$ cat config.mk
export PLATFORM = sky130hd
export DESIGN_NAME = button_debounce_long_press_core
export DESIGN_NICKNAME = d
export VERILOG_FILES = /design/src/bdlp_pkg.sv /design/src/button_debounce_long_press_core.sv
export SDC_FILE = /design/constraint.sdc
export NUM_CORES = 1
export LEC_CHECK = 0
export BUFFER_PORTS_ARGS = -buffer_cell sky130_fd_sc_hd__buf_2
export CAP_MARGIN = 15
export CELL_PAD_IN_SITES_DETAIL_PLACEMENT = 1
export CELL_PAD_IN_SITES_GLOBAL_PLACEMENT = 1
export CORE_ASPECT_RATIO = 0.75
export CORE_UTILIZATION = 29
export DETAILED_ROUTE_END_ITERATION = 7
export MAX_ROUTING_LAYER = met4
export PLACE_DENSITY_LB_ADDON = 0.12
export RECOVER_POWER = 25
export SLEW_MARGIN = 10
export SYNTH_ARGS = -nofsm -noshare
export SYNTH_HDL_FRONTEND = slang
export SYNTH_SLANG_ARGS = --single-unit
$ cat constraint.sdc
create_clock -name clk -period 13.8 [get_ports clk]
set_input_delay 2.07 -clock clk [delete_from_list [all_inputs] [get_ports clk]]
set_output_delay 2.07 -clock clk [all_outputs]
set_load 0.01 [all_outputs]
$ cat src/bdlp_pkg.sv
// ----------------------------------------------------------------------------
// bdlp_pkg: shared definitions for the button debouncer
// Register indexes, reset values and field widths of the debounce and
// long-press detector.
// ----------------------------------------------------------------------------
package bdlp_pkg;

	// default width of the millisecond counters
	localparam int TIME_BITS_DEF = 16;

	// field widths
	localparam int LEVEL_W   = 1;
	localparam int LONG_W    = 16;
	localparam int DEB_W     = 10;
	localparam int PIN_W     = 6;
	localparam int LEN_W     = 16;
	localparam int CFG_IDX_W = 3;
	localparam int CFG_DAT_W = 16;
	localparam int S_DATA_W  = 8;
	localparam int M_DATA_W  = 24;

	// register reset values
	localparam logic              ACTIVE_LEVEL_RST = 1'b0;
	localparam logic [LONG_W-1:0] LONG_PRESS_RST   = 16'd1000;
	localparam logic              IMMEDIATE_RST    = 1'b0;
	localparam logic [DEB_W-1:0]  DEBOUNCE_RST     = 10'd50;
	localparam logic [PIN_W-1:0]  PIN_ID_RST       = 6'd0;

	// configuration register indexes
	typedef enum logic [CFG_IDX_W-1:0] {
		REG_ACTIVE_LEVEL = 3'd0,
		REG_LONG_PRESS   = 3'd1,
		REG_IMMEDIATE    = 3'd2,
		REG_DEBOUNCE     = 3'd3,
		REG_PIN_ID       = 3'd4
	} cfg_reg_t;

endpackage

$ cat src/button_debounce_long_press_core.sv
// ----------------------------------------------------------------------------
// button_debounce_long_press_core: push-button debouncer with long press
// Takes one sampled pin level per millisecond tick and reports each press
// with its length and a long-press flag.
// ----------------------------------------------------------------------------
// Each transfer on the s_ side is one millisecond tick carrying the sampled
// pin level. The block takes one tick per clock cycle whenever the result
// register is free or being drained in the same cycle; the whole tick update
// (elapsed time, debounce timer, edge detection) is one pass of logic from
// the state registers into the result register, so a result, when the tick
// causes one, is on m_ in the cycle after the tick's transfer. A tick causes at
// most one result. Edges are ignored from each accepted edge until the
// debounce timer expires; in immediate mode a long press is reported once
// the limit is reached while still held. Configuration writes are taken in
// any cycle (cfg_ready is always high) and must be made while idle.
// ----------------------------------------------------------------------------
module button_debounce_long_press_core #(
	parameter int TIME_BITS = bdlp_pkg::TIME_BITS_DEF
) (
	input  logic                             clk,
	input  logic                             arst_n,
	// tick input; s_tdata: [0] pin_level, [7:1] zero
	input  logic                             s_tvalid,
	output logic                             s_tready,
	input  logic [bdlp_pkg::S_DATA_W-1:0]    s_tdata,
	// press reports; m_tdata: [5:0] pin_number, [21:6] press_len,
	// [22] long_flag, [23] zero
	output logic                             m_tvalid,
	input  logic                             m_tready,
	output logic [bdlp_pkg::M_DATA_W-1:0]    m_tdata,
	// configuration writes
	input  logic                             cfg_valid,
	output logic                             cfg_ready,
	input  logic [bdlp_pkg::CFG_IDX_W-1:0]   cfg_index,
	input  logic [bdlp_pkg::CFG_DAT_W-1:0]   cfg_data
);

	localparam int WIDE_W = 33;
	localparam logic [WIDE_W-1:0] TIME_MAX_W =
		(WIDE_W'(1) << TIME_BITS) - WIDE_W'(1);
	localparam logic [TIME_BITS-1:0] TIME_MAX = TIME_MAX_W[TIME_BITS-1:0];
	localparam logic [WIDE_W-1:0] LEN_MAX_W =
		(WIDE_W'(1) << bdlp_pkg::LEN_W) - WIDE_W'(1);

	// configuration registers
	logic                            active_level_q;
	logic [bdlp_pkg::LONG_W-1:0]     long_press_q;
	logic                            immediate_q;
	logic [bdlp_pkg::DEB_W-1:0]      debounce_q;
	logic [bdlp_pkg::PIN_W-1:0]      pin_id_q;

	// tick state
	logic                            held_q;
	logic [TIME_BITS-1:0]            elapsed_q;
	logic [TIME_BITS-1:0]            timer_q;
	logic                            running_q;
	logic                            masked_q;
	logic                            last_level_q;

	// result register
	logic [bdlp_pkg::PIN_W-1:0]      out_pin_q;
	logic [bdlp_pkg::LEN_W-1:0]      out_len_q;
	logic                            out_long_q;

	// next-state values of one tick
	logic                            held_d;
	logic [TIME_BITS-1:0]            elapsed_d;
	logic [TIME_BITS-1:0]            timer_d;
	logic                            running_d;
	logic                            masked_d;
	logic                            report;
	logic [bdlp_pkg::LEN_W-1:0]      rep_len;
	logic                            rep_long;

	logic                            accept;
	logic                            level;

	// Clamp a timer load value to 1 .. TIME_MAX.
	function automatic logic [TIME_BITS-1:0] arm_value(input logic [bdlp_pkg::LONG_W-1:0] v);
		logic [WIDE_W-1:0] w;
		w = WIDE_W'(v);
		if (w == '0) begin
			w = WIDE_W'(1);
		end
		if (w > TIME_MAX_W) begin
			w = TIME_MAX_W;
		end
		return w[TIME_BITS-1:0];
	endfunction

	assign accept    = s_tvalid && s_tready;
	assign s_tready  = !m_tvalid || m_tready;
	assign cfg_ready = 1'b1;
	assign level     = s_tdata[0];
	assign m_tdata   = {1'b0, out_long_q, out_len_q, out_pin_q};

	// Tick update: advance time, handle timer expiry, then edge detection
	always_comb begin
		logic               active;
		logic               expired;
		logic [WIDE_W-1:0]  e_wide;
		active   = (level == active_level_q);
		expired  = 1'b0;
		report   = 1'b0;
		rep_len  = '0;
		rep_long = 1'b0;
		held_d   = held_q;
		masked_d = masked_q;

		// advance elapsed time, saturating
		elapsed_d = (elapsed_q != TIME_MAX) ? elapsed_q + TIME_BITS'(1) : elapsed_q;

		// count the one-shot timer down
		timer_d   = timer_q;
		running_d = running_q;
		if (running_q) begin
			if (timer_q != '0) begin
				timer_d = timer_q - TIME_BITS'(1);
			end
			if (timer_d == '0) begin
				running_d = 1'b0;
				expired   = 1'b1;
			end
		end

		e_wide = WIDE_W'(elapsed_d);

		// expiry: report a release or rearm for the long-press limit
		if (expired) begin
			if (!active || e_wide >= WIDE_W'(long_press_q)) begin
				if (held_d) begin
					report    = 1'b1;
					rep_len   = (e_wide > LEN_MAX_W) ? '1 : e_wide[bdlp_pkg::LEN_W-1:0];
					rep_long  = 1'b1 & (e_wide >= WIDE_W'(long_press_q));
					held_d    = 1'b0;
					elapsed_d = '0;
					running_d = 1'b0;
				end
			end else if (immediate_q &&
					long_press_q > bdlp_pkg::LONG_W'(debounce_q)) begin
				timer_d   = arm_value(long_press_q - bdlp_pkg::LONG_W'(debounce_q));
				running_d = 1'b1;
			end
			masked_d = 1'b0;
		end

		e_wide = WIDE_W'(elapsed_d);

		// edge: press starts timing, release reports
		if (level != last_level_q && !masked_d) begin
			masked_d = 1'b1;
			if (active) begin
				held_d    = 1'b1;
				elapsed_d = '0;
			end else if (!report && held_d) begin
				report    = 1'b1;
				rep_len   = (e_wide > LEN_MAX_W) ? '1 : e_wide[bdlp_pkg::LEN_W-1:0];
				rep_long  = (e_wide >= WIDE_W'(long_press_q));
				held_d    = 1'b0;
				elapsed_d = '0;
			end
			timer_d   = arm_value(bdlp_pkg::LONG_W'(debounce_q));
			running_d = 1'b1;
		end
	end

	// Configuration register writes
	always_ff @(posedge clk or negedge arst_n) begin
		if (!arst_n) begin
			active_level_q <= bdlp_pkg::ACTIVE_LEVEL_RST;
			long_press_q   <= bdlp_pkg::LONG_PRESS_RST;
			immediate_q    <= bdlp_pkg::IMMEDIATE_RST;
			debounce_q     <= bdlp_pkg::DEBOUNCE_RST;
			pin_id_q       <= bdlp_pkg::PIN_ID_RST;
		end else if (cfg_valid && cfg_ready) begin
			unique case (bdlp_pkg::cfg_reg_t'(cfg_index))
				bdlp_pkg::REG_ACTIVE_LEVEL: active_level_q <= cfg_data[0];
				bdlp_pkg::REG_LONG_PRESS:   long_press_q   <= cfg_data;
				bdlp_pkg::REG_IMMEDIATE:    immediate_q    <= cfg_data[0];
				bdlp_pkg::REG_DEBOUNCE:     debounce_q     <= cfg_data[bdlp_pkg::DEB_W-1:0];
				bdlp_pkg::REG_PIN_ID:       pin_id_q       <= cfg_data[bdlp_pkg::PIN_W-1:0];
				default: ;
			endcase
		end
	end

	// Tick state: update on each accepted transfer
	always_ff @(posedge clk or negedge arst_n) begin
		if (!arst_n) begin
			held_q       <= 1'b0;
			elapsed_q    <= '0;
			timer_q      <= '0;
			running_q    <= 1'b0;
			masked_q     <= 1'b0;
			last_level_q <= ~bdlp_pkg::ACTIVE_LEVEL_RST;
		end else if (accept) begin
			held_q       <= held_d;
			elapsed_q    <= elapsed_d;
			timer_q      <= timer_d;
			running_q    <= running_d;
			masked_q     <= masked_d;
			last_level_q <= level;
		end
	end

	// Result register: load on a report, drop once taken
	always_ff @(posedge clk or negedge arst_n) begin
		if (!arst_n) begin
			m_tvalid <= 1'b0;
		end else if (accept && report) begin
			m_tvalid <= 1'b1;
		end else if (m_tready) begin
			m_tvalid <= 1'b0;
		end
	end

	// Hold the result payload
	always_ff @(posedge clk) begin
		if (accept && report) begin
			out_pin_q  <= pin_id_q;
			out_len_q  <= rep_len;
			out_long_q <= rep_long;
		end
	end

	// a report needs a held button
	assert property (@(posedge clk) disable iff (!arst_n)
		accept && report |-> held_q)
		else $error("press report without held button");

	// a report restarts the elapsed count (a new press may follow in the same tick)
	assert property (@(posedge clk) disable iff (!arst_n)
		accept && report |=> elapsed_q == '0)
		else $error("elapsed time not cleared after report");

	// a running timer never sits at zero
	assert property (@(posedge clk) disable iff (!arst_n)
		running_q |-> timer_q != '0)
		else $error("running timer at zero");

	// a waiting result blocks new ticks
	assert property (@(posedge clk) disable iff (!arst_n)
		m_tvalid && !m_tready |-> !s_tready)
		else $error("tick taken while result stalled");

endmodule
* Word level (Yosys, flattened, before mapping)
Cells that the tools add are included.
** Cells by class
- Add/subtract/negate cells :: 3
- Reduce and logical (&&, ||, !) cells :: 22
- Eq/ne operators :: 7
- Mux-type cells :: 58
- Magnitude comparators :: 5
** Operators by type and width (count)
- 16-bit two-way mux :: 23
- 33-bit two-way mux :: 4
- 33-bit by 16-bit > comparator with 1-bit output, second input constant :: 2
- 16-bit greater-or-equal comparator :: 2
- 16-bit logical NOT :: 2
- 1-bit two-way mux :: 30
- 16-bit by 1-bit adder with 16-bit output, second input constant :: 1
- 16-bit by 10-bit > comparator with 1-bit output :: 1
- 16-bit != test, second input constant :: 1
- 16-bit nonzero test :: 1
- 16-bit by 1-bit subtractor with 16-bit output, second input constant :: 1
- 16-bit by 10-bit subtractor with 16-bit output :: 1
- 10-bit logical NOT :: 1
- 10-bit two-way mux :: 1
- 2-bit AND reduction :: 5
- 3-bit by 2-bit == test with 1-bit output, second input constant :: 2
- 1-bit logical AND :: 5
- 1-bit logical NOT :: 4
- 3-bit by 1-bit == test with 1-bit output, second input constant :: 1
- 3-bit == test, second input constant :: 1
- 3-bit logical NOT :: 1
- 1-bit logical OR :: 2
- 2-bit nonzero test :: 1
- 1-bit == test :: 1
- 1-bit != test :: 1
** Storage, ports and cells
- Input port bits :: 32
- Logic and storage cells :: 110
- Register bits after elaboration :: 94
- Output and inout port bits :: 27

* Logic depth before layout (Yosys ltp)
Gate-level depths: netlist (run 1).
- Depth in word-level cells :: 14
- Mapped depth :: 27
- Gate-level depth less buffers :: 26

* Worst setup path after synthesis (run 1)
OpenSTA, ideal clock, no wires.
- Kind :: reg-to-reg
- Start point :: reg elapsed_q[0]
- End point :: reg out_long_q (data pin)
- Stages on the path, launching flop included :: 28
- Clock period less this slack :: 4.894 ns
- Buffers on the path :: 2
- Path slack :: 8.906 ns
- Data arrival time :: 4.630 ns
- Library setup time :: 0.263 ns
- Required time :: 13.537 ns
- Cell sequence :: dfrtp_1 -> ha_1 -> and3_1 -> and3_1 -> nand2_1 -> nor3_1 -> nor2_1 -> nand3_1 -> xor2_1 -> inv_1 -> ha_1 -> nand2_1 -> o21ai_0 -> o211ai_1 -> a31o_2 -> nand2_1 -> and3_1 -> clkbuf_1 -> clkbuf_1 -> nor2_1 -> ha_1 -> a21o_1 -> a21o_1 -> a21o_1 -> a21oi_1 -> o21ai_0 -> a21oi_1 -> o32ai_1
** On the way
- Word-level cells in the longest chain between the ends :: 11
- Elaborated cells between the ends (all ways) :: 21
- Those cells by class :: 1 x add/sub; 2 x order compare; 1 x eq/ne; 14 x mux; 3 x reduce/logical
** Ends and longest elaborated chain
- from (decl) :: RTL line button_debounce_long_press_core.sv:54 : logic [TIME_BITS-1:0] elapsed_q;
- from (signal assigned) :: RTL line button_debounce_long_press_core.sv:198 : elapsed_q <= elapsed_d;
- 16-bit by 1-bit adder with 16-bit output / 16-bit != test (equally long branches) :: RTL line button_debounce_long_press_core.sv:111 : elapsed_d = (elapsed_q != TIME_MAX) ? elapsed_q + TIME_BITS'(1) : elapsed_q;
- 16-bit two-way mux (*) :: RTL line button_debounce_long_press_core.sv:111
- branches (longest 8 deep; another with 16-bit greater-or-equal comparator)
- 1-bit two-way mux (*) :: RTL line button_debounce_long_press_core.sv:150 : if (level != last_level_q && !masked_d) begin
- via rep_long :: RTL line button_debounce_long_press_core.sv:73 : logic rep_long;
- to (signal assigned) :: RTL line button_debounce_long_press_core.sv:222 : out_long_q <= rep_long;
- to (decl) :: RTL line button_debounce_long_press_core.sv:63 : logic out_long_q;
Mark *: on every way through the listed nets, which the timed path passes.
A chain may end at the register's enable or synchronous reset.

* Worst setup path after layout (run 1)
Same ends and word-level chain as after synthesis.

==> metrics.txt, run 1 <==
placed inst area 6890 um^2; dpl hpwl 15,300 um; Residual DRC 0; final cycle utilization of the critical path 0.500; post-synthesis mux area share 0.0396; PnR worst setup slack 6.91 ns; status finished with violations; Adder-Cell Fraction of Synth Area 0.0894; grt ovf 0; type of the worst min-delay path reg2reg; layout cells sized above 1 0.160; Final Total Pwr 1.10 mW; WL/cell 19.4 um; crit end category flip-flop; sequential fraction of the synthesis area 0.389; Area contributors post-synth dfrtp_1 (24%), edfxtp_1 (11%), ha_1 (8.6%); Slew headroom -1.89; die height 130 um; failing checks max-capacitance violations, max-slew violations; CTS clk-pin slew, worst paths 0.08 ns; Leak 3.19 nW; clk sinks 94; post-synth top area share 0.239; setup TNS 0 ns; fin util 0.336; RSZ-0062 raised after global routing no; vias in the first global route 5,320; FF+latch area 2480 um^2; simple-gate share of the synthesized area 0.200; IO Port Bufs 49; clk root buf clkbuf_16; Final Max Tran Viols 72; main combinational cell family by area after synthesis simple AND/OR/NAND/NOR gates; antenna diode count 0; crit-path max FO 16; Post-CTS Resized 0; Synth area leader dfrtp_1; initial antenna violation count 0; drt first pass iters 4; Compound-Gate Fraction of Synth Area 0.183; post-CTS setup buffer count 0; Syn Inst Count 711; Mapped Area 6380 um^2; via count 5,441; buffer levels on the longest clock path 2; multi-input logic area 3540 um^2; Starting DRT DRC Count 278; CTS tree built; Tmin final 6.89 ns; most frequent CP cell a21o_1; synth unique cells 77; first-pass GRT wire length 31,900 um; largest net degree at the start of global routing 72; routability cong. 0.852; Routed Antenna Nets 0; fin area 7180 um^2; Total Wirelength 20,100 um; Synthesis Warnings 0; final net count 822; Worst Skew 0.00979 ns; CP max stage cell and3_1; core area 21,400 um^2; Avg Inst Size Synth 8.97 um^2; final setup fails 0; Die ar. 22,600 um^2; GRT Util Overall 0.190; worst slack, placed 6.96 ns; Cell Pwr Density 152 nW/um^2; EDFF count, synth 23; prevailing post-synth register cell dfrtp_1; Post-synth ARST share 0.755; most frequent cell after synthesis nand2_1; hold-fix buffers at CTS 0; Slew @ Worst Pin 4.33 ns; width of the die 173 um; worst setup path class reg2reg; CP startpoint kind flip-flop; Syn-to-layout area delta 12.6%; final hold viol count 0; CP arrival 6.97 ns; Boundary Pins 59; Post-Synth XOR/XNOR Area 0.0371; FF+latch count, synth 94; MaxCap Viol Count 1; Post-synth top cells nand2_1 (68), dfrtp_1 (61), o21ai_0 (61); Fmax 145 MHz; Critical Path RT 13.88 ns; crit-path max cell delay 0.64 ns; peak supply drop 55.1 uV; DR vias/cell 5.24; TritonCTS buffer count 9; Starting Density 0.299; row cnt 46; H-tree depth 3; syn_nets 788; clk_lat worst skew 0.35 ns; Layout fillers 2,510
state kept, by name, summed over array words and instances, names as in the netlist, 6 cells and up:
signal        cells
debounce_q       10
elapsed_q        16
long_press_q     16
out_len_q        16
out_pin_q         6
pin_id_q          6
timer_q          16
cell usage in the layout (no fill, tap or decap), types with 18 or more instances in the layout:
| master | instances |
|---|---|
| ha_1 | 44 |
| edfxtp_1 | 23 |
| dfrtp_1 | 61 |
| nor2_1 | 57 |
| o21ai_0 | 61 |
| inv_1 | 56 |
| a21oi_1 | 38 |
| nor3_1 | 18 |
| nand3_1 | 23 |
| nand2_1 | 68 |
| buf_2 | 48 |
| mux2_2 | 18 |
final cells by class:
class | instances | area share
tap | 288 | 0.0502
multi-input combinational | 528 | 0.492
sequential | 94 | 0.345
timing repair buffer | 56 | 0.0413
inverter | 56 | 0.0293
clock buffer | 9 | 0.0313
clock inverter | 7 | 0.0106
metal layers:
layer / track usage / wire length (um)
met1: 0.290 / 11200
met2: 0.264 / 8200
met3: 0.0266 / 589
met4: 0.0297 / 121
met5: - / 0
per-stage QoR:
stage               instances  hold WS (ns)
detailed placement       1022         0.430
CTS                      1038         0.449
global placement         1022         0.426
floorplan                 711         0.421
global route             1038         0.465
finish                   1038         0.445
power breakdown:
group,total (mW),switching (mW),internal [mW]
Combinational,0.419,0.249,0.170
Clock,0.259,0.130,0.129
Sequential,0.417,0.0815,0.336
Total,1.10,0.460,0.635
kinds of logic (layout without fill, tap and decap cells):
family                     Yosys count  after routing
and+or+nand+nor                    251            251
AOI/OAI and AO/OA                  180            180
DFF                                 94             94
buffers and inverters               89            128
adders and majority gates           45             45
xor gates and xnor gates            27             27
muxes                               23             23
other                                2              2
worst max-delay path: cells and delay by family (launching register included):
family | cells | cell delay [ns]
buffers and inverters | 1 | 0.09
DFF | 1 | 0.44
xor gates and xnor gates | 1 | 0.37
and+or+nand+nor | 11 | 2.80
adders and majority gates | 3 | 0.81
AOI/OAI and AO/OA | 10 | 2.10
final timing paths:
| path | from | end | slack (ns) | cells after the start |
|---|---|---|---|---|
| worst min-delay path | pin_id_q[0] | out_pin_q[0] | 0.45 | 0 |
| worst max register to register | elapsed_q[0] | out_long_q | 6.91 | 26 |
| worst min register to register | pin_id_q[0] | out_pin_q[0] | 0.45 | 0 |
| min in group asynchronous | arst_n | timer_q[10] | 3.24 | 1 |
| max in group asynchronous | arst_n | long_press_q[14] | 8.13 | 1 |
| worst max-delay path | elapsed_q[0] | out_long_q | 6.91 | 26 |
(Power assumes the default switching activity.)
==> run 2: changes to the inputs <==
--- a/config.mk
+++ b/config.mk
@@ -5,6 +5,7 @@
 export SDC_FILE = /design/constraint.sdc
 export NUM_CORES = 1
 export LEC_CHECK = 0
+export ABC_AREA = 1
 export BUFFER_PORTS_ARGS = -buffer_cell sky130_fd_sc_hd__buf_2
 export CAP_MARGIN = 15
 export CELL_PAD_IN_SITES_DETAIL_PLACEMENT = 1
==> constraint.sdc (replaced) <==
create_clock -name clk -period 6.7 [get_ports clk]
set_input_delay 1.005 -clock clk [delete_from_list [all_inputs] [get_ports clk]]
set_output_delay 1.005 -clock clk [all_outputs]
set_load 0.01 [all_outputs]
==> run 2 against run 1 <==
Against the previous run: the run still ends with max-capacitance violations, max-slew violations left; die area grew 17%; highest routed layer unchanged; combinational power grew to 3.5 times the previous value; critical path type unchanged; sequential power grew 100%; critical endpoint unchanged.
==> metrics.txt, run 2 <==
Layout fillers 3,309 (+32%); Avg Inst Size Synth 6.52 um^2 (-27%); status finished with violations; synth unique cells 44 (-43%); MaxCap Viol Count 1 (unchanged); setup TNS 0 ns (unchanged); worst setup path class reg2reg; CP arrival 5.54 ns (-1.43 ns); Residual DRC 0 (unchanged); Boundary Pins 59 (unchanged); clk sinks 94 (unchanged); reg2reg start elapsed_q[0]; Slew @ Worst Pin 2.85 ns (-1.48 ns); IO Port Bufs 49 (unchanged); Post-synth top cells nand2_1 (454), inv_1 (158), nor2_1 (87); multi-input logic area 4230 um^2 (+20%); Post-CTS Resized 0 (unchanged); type of the worst min-delay path reg2reg; most common cell after layout, fill and taps aside nand2_1; reg-to-reg slack, setup 1.36 ns (-5.55 ns); WHS 0.450 ns (+0.00502 ns); H-tree depth 3 (unchanged); clk root buf clkbuf_16; drt first pass iters 5 (+1); Routed Antenna Nets 0 (unchanged); Worst Skew 0.0125 ns (+0.00272 ns); Mapped Area 7490 um^2 (+17%); crit end category flip-flop; final net count 1,260 (+53%); Tmin final 5.34 ns (-1.55 ns); hold-fix buffers at CTS 0 (unchanged); CTS clk-pin slew, worst paths 0.08 ns (about the same); CTS tree built; FF+latch count, synth 94 (unchanged); DR vias/cell 4.65 (-11%); failing checks max-capacitance violations, max-slew violations; post-CTS setup buffer count 0 (unchanged); Post-synth ARST share 0.755 (unchanged); Hold Startpoint pin_id_q[1]; most frequent CP cell nand2_1; dpl hpwl 19,400 um (+27%); final setup fails 0 (unchanged); Critical Path RT 6.90 ns (-6.98 ns); Synthesis Warnings 0 (unchanged); buffer levels on the longest clock path 2 (unchanged); Starting DRT DRC Count 362 (+30%); crit-path max cell delay 0.44 ns (-0.20 ns); peak supply drop 146 uV (+160%); Starting Density 0.298 (-0.00106); Slew headroom -0.902 (+0.984); Area contributors post-synth nand2_1 (23%), dfrtp_1 (20%), edfxtp_1 (9.2%); CP max stage cell or4_1; Final Max Tran Viols 52 (-28%); post-synth top area share 0.228 (-0.0117); most frequent cell after synthesis nand2_1; core area 25,100 um^2 (+18%); hold endpoint out_pin_q[1]; Leak 4.44 nW (+39%); reg2reg end out_long_q; Cell Pwr Density 342 nW/um^2 (+120%); initial antenna violation count 0 (unchanged); routability cong. 0.831 (-2.5%); fin util 0.332 (-0.00472); largest net degree at the start of global routing 52 (-28%); layout cells sized above 1 0.0926 (-0.0674); most frequent cells in the layout nand2_1 (454), inv_1 (158), nor2_1 (87), o21ai_0 (69), dfrtp_1 (61); RSZ-0062 raised after global routing no; Die ar. 26,500 um^2 (+17%); grt ovf 0 (unchanged); sequential fraction of the synthesis area 0.331 (-0.0575); width of the die 188 um (+8.2%); Synth area leader nand2_1; first-pass GRT wire length 39,500 um (+24%); Total Wirelength 24,000 um (+19%); final cycle utilization of the critical path 0.797 (+0.298); vias in the first global route 6,970 (+31%); die height 141 um (+8.2%); EDFF count, synth 23 (unchanged); Fmax 187 MHz (+29%); GRT Util Overall 0.198 (+0.00849); Syn Inst Count 1,148 (+61%); syn_nets 1,225 (+55%); crit-path max FO 20 (+4); WL/cell 15.7 um (-19%); prevailing post-synth register cell dfrtp_1; via count 7,106 (+31%); FF+latch area 2480 um^2 (unchanged); clk_lat worst skew 0.38 ns (+0.03 ns); CP startpoint kind flip-flop; WHS Path Cells 0 (unchanged); row cnt 50 (+8.7%); final hold viol count 0 (unchanged); TritonCTS buffer count 9 (unchanged); worst reg2reg path depth 28 (+7.7%); Syn-to-layout area delta 11.4%
## run 2: how the worst max path moves through the flow
| stage | slack (ns) | end | cells after the start | start |
|---|---|---|---|---|
| 2_1_floorplan | 2.35 | out_long_q | 29 | elapsed_q[0] |
| 3_3_place_gp | 1.54 | out_long_q | 28 | elapsed_q[0] |
| 3_5_place_dp | 1.45 | out_long_q | 28 | elapsed_q[0] |
| 4_1_cts | 1.40 | out_long_q | 28 | elapsed_q[0] |
| 5_1_grt | 0.97 | out_long_q | 26 | elapsed_q[0] |
| 6_report | 1.36 | out_long_q | 28 | elapsed_q[0] |
## run 2: power breakdown
part / switching, mW / internal [mW] / total, mW
sequential: 0.142 / 0.693 / 0.835
clock: 0.279 / 0.268 / 0.547
combinational: 0.991 / 0.479 / 1.47
total: 1.41 / 1.44 / 2.85
## run 2: kinds of logic (layout without fill, tap and decap cells)
family / count (synthesis) / count (layout) / share of synthesized area
XOR/XNOR: 13 / 13 / 0.0152
adder cells (fa/ha/maj): 45 / 45 / 0.0762
flip-flops: 94 / 94 / 0.331
other: 2 / 3 / 0.00100
AO/OA/AOI/OAI: 134 / 134 / 0.0948
AND/OR/NAND/NOR: 667 / 667 / 0.378
buffers and inverters: 193 / 233 / 0.104
## run 2: stage by stage
| stage | area, um^2 | setup slack (ns) | power, mW | instances |
|---|---|---|---|---|
| finish | 8340 | 1.36 | 2.85 | 1527 |
| floorplan | 7490 | 2.35 | 1.88 | 1148 |
| detailed placement | 8040 | 1.45 | 2.33 | 1510 |
| CTS | 8350 | 1.40 | 2.89 | 1526 |
| global placement | 8040 | 1.54 | 2.30 | 1510 |
| global route | 8340 | 0.972 | 3.15 | 1526 |
## run 2: final cells by class
type / count / area share
Multi-Input combinational cell: 861 / 0.507
Clock buffer: 9 / 0.0270
Antenna cell: 1 / 0.000300
Sequential cell: 94 / 0.297
Clock inverter: 7 / 0.0100
Tap cell: 338 / 0.0507
Inverter: 160 / 0.0720
Timing Repair Buffer: 57 / 0.0358
## run 2: critical path: cells and delay by family, from the launching register on
kind            cells  cell delay [ns]
simple gates       12             2.18
flops               1             0.41
compound gates      8             1.26
fa+ha+maj           3             0.71
buf+inv             5             0.61
## run 2: metal layers
| metal | up-vias | track usage | wire, um |
|---|---|---|---|
| li1 | 3684 | - | - |
| met1 | 3333 | 0.313 | 14200 |
| met2 | 80 | 0.257 | 9070 |
| met3 | 9 | 0.0301 | 580 |
| met4 | 0 | 0.0385 | 187 |
| met5 | - | - | 0 |
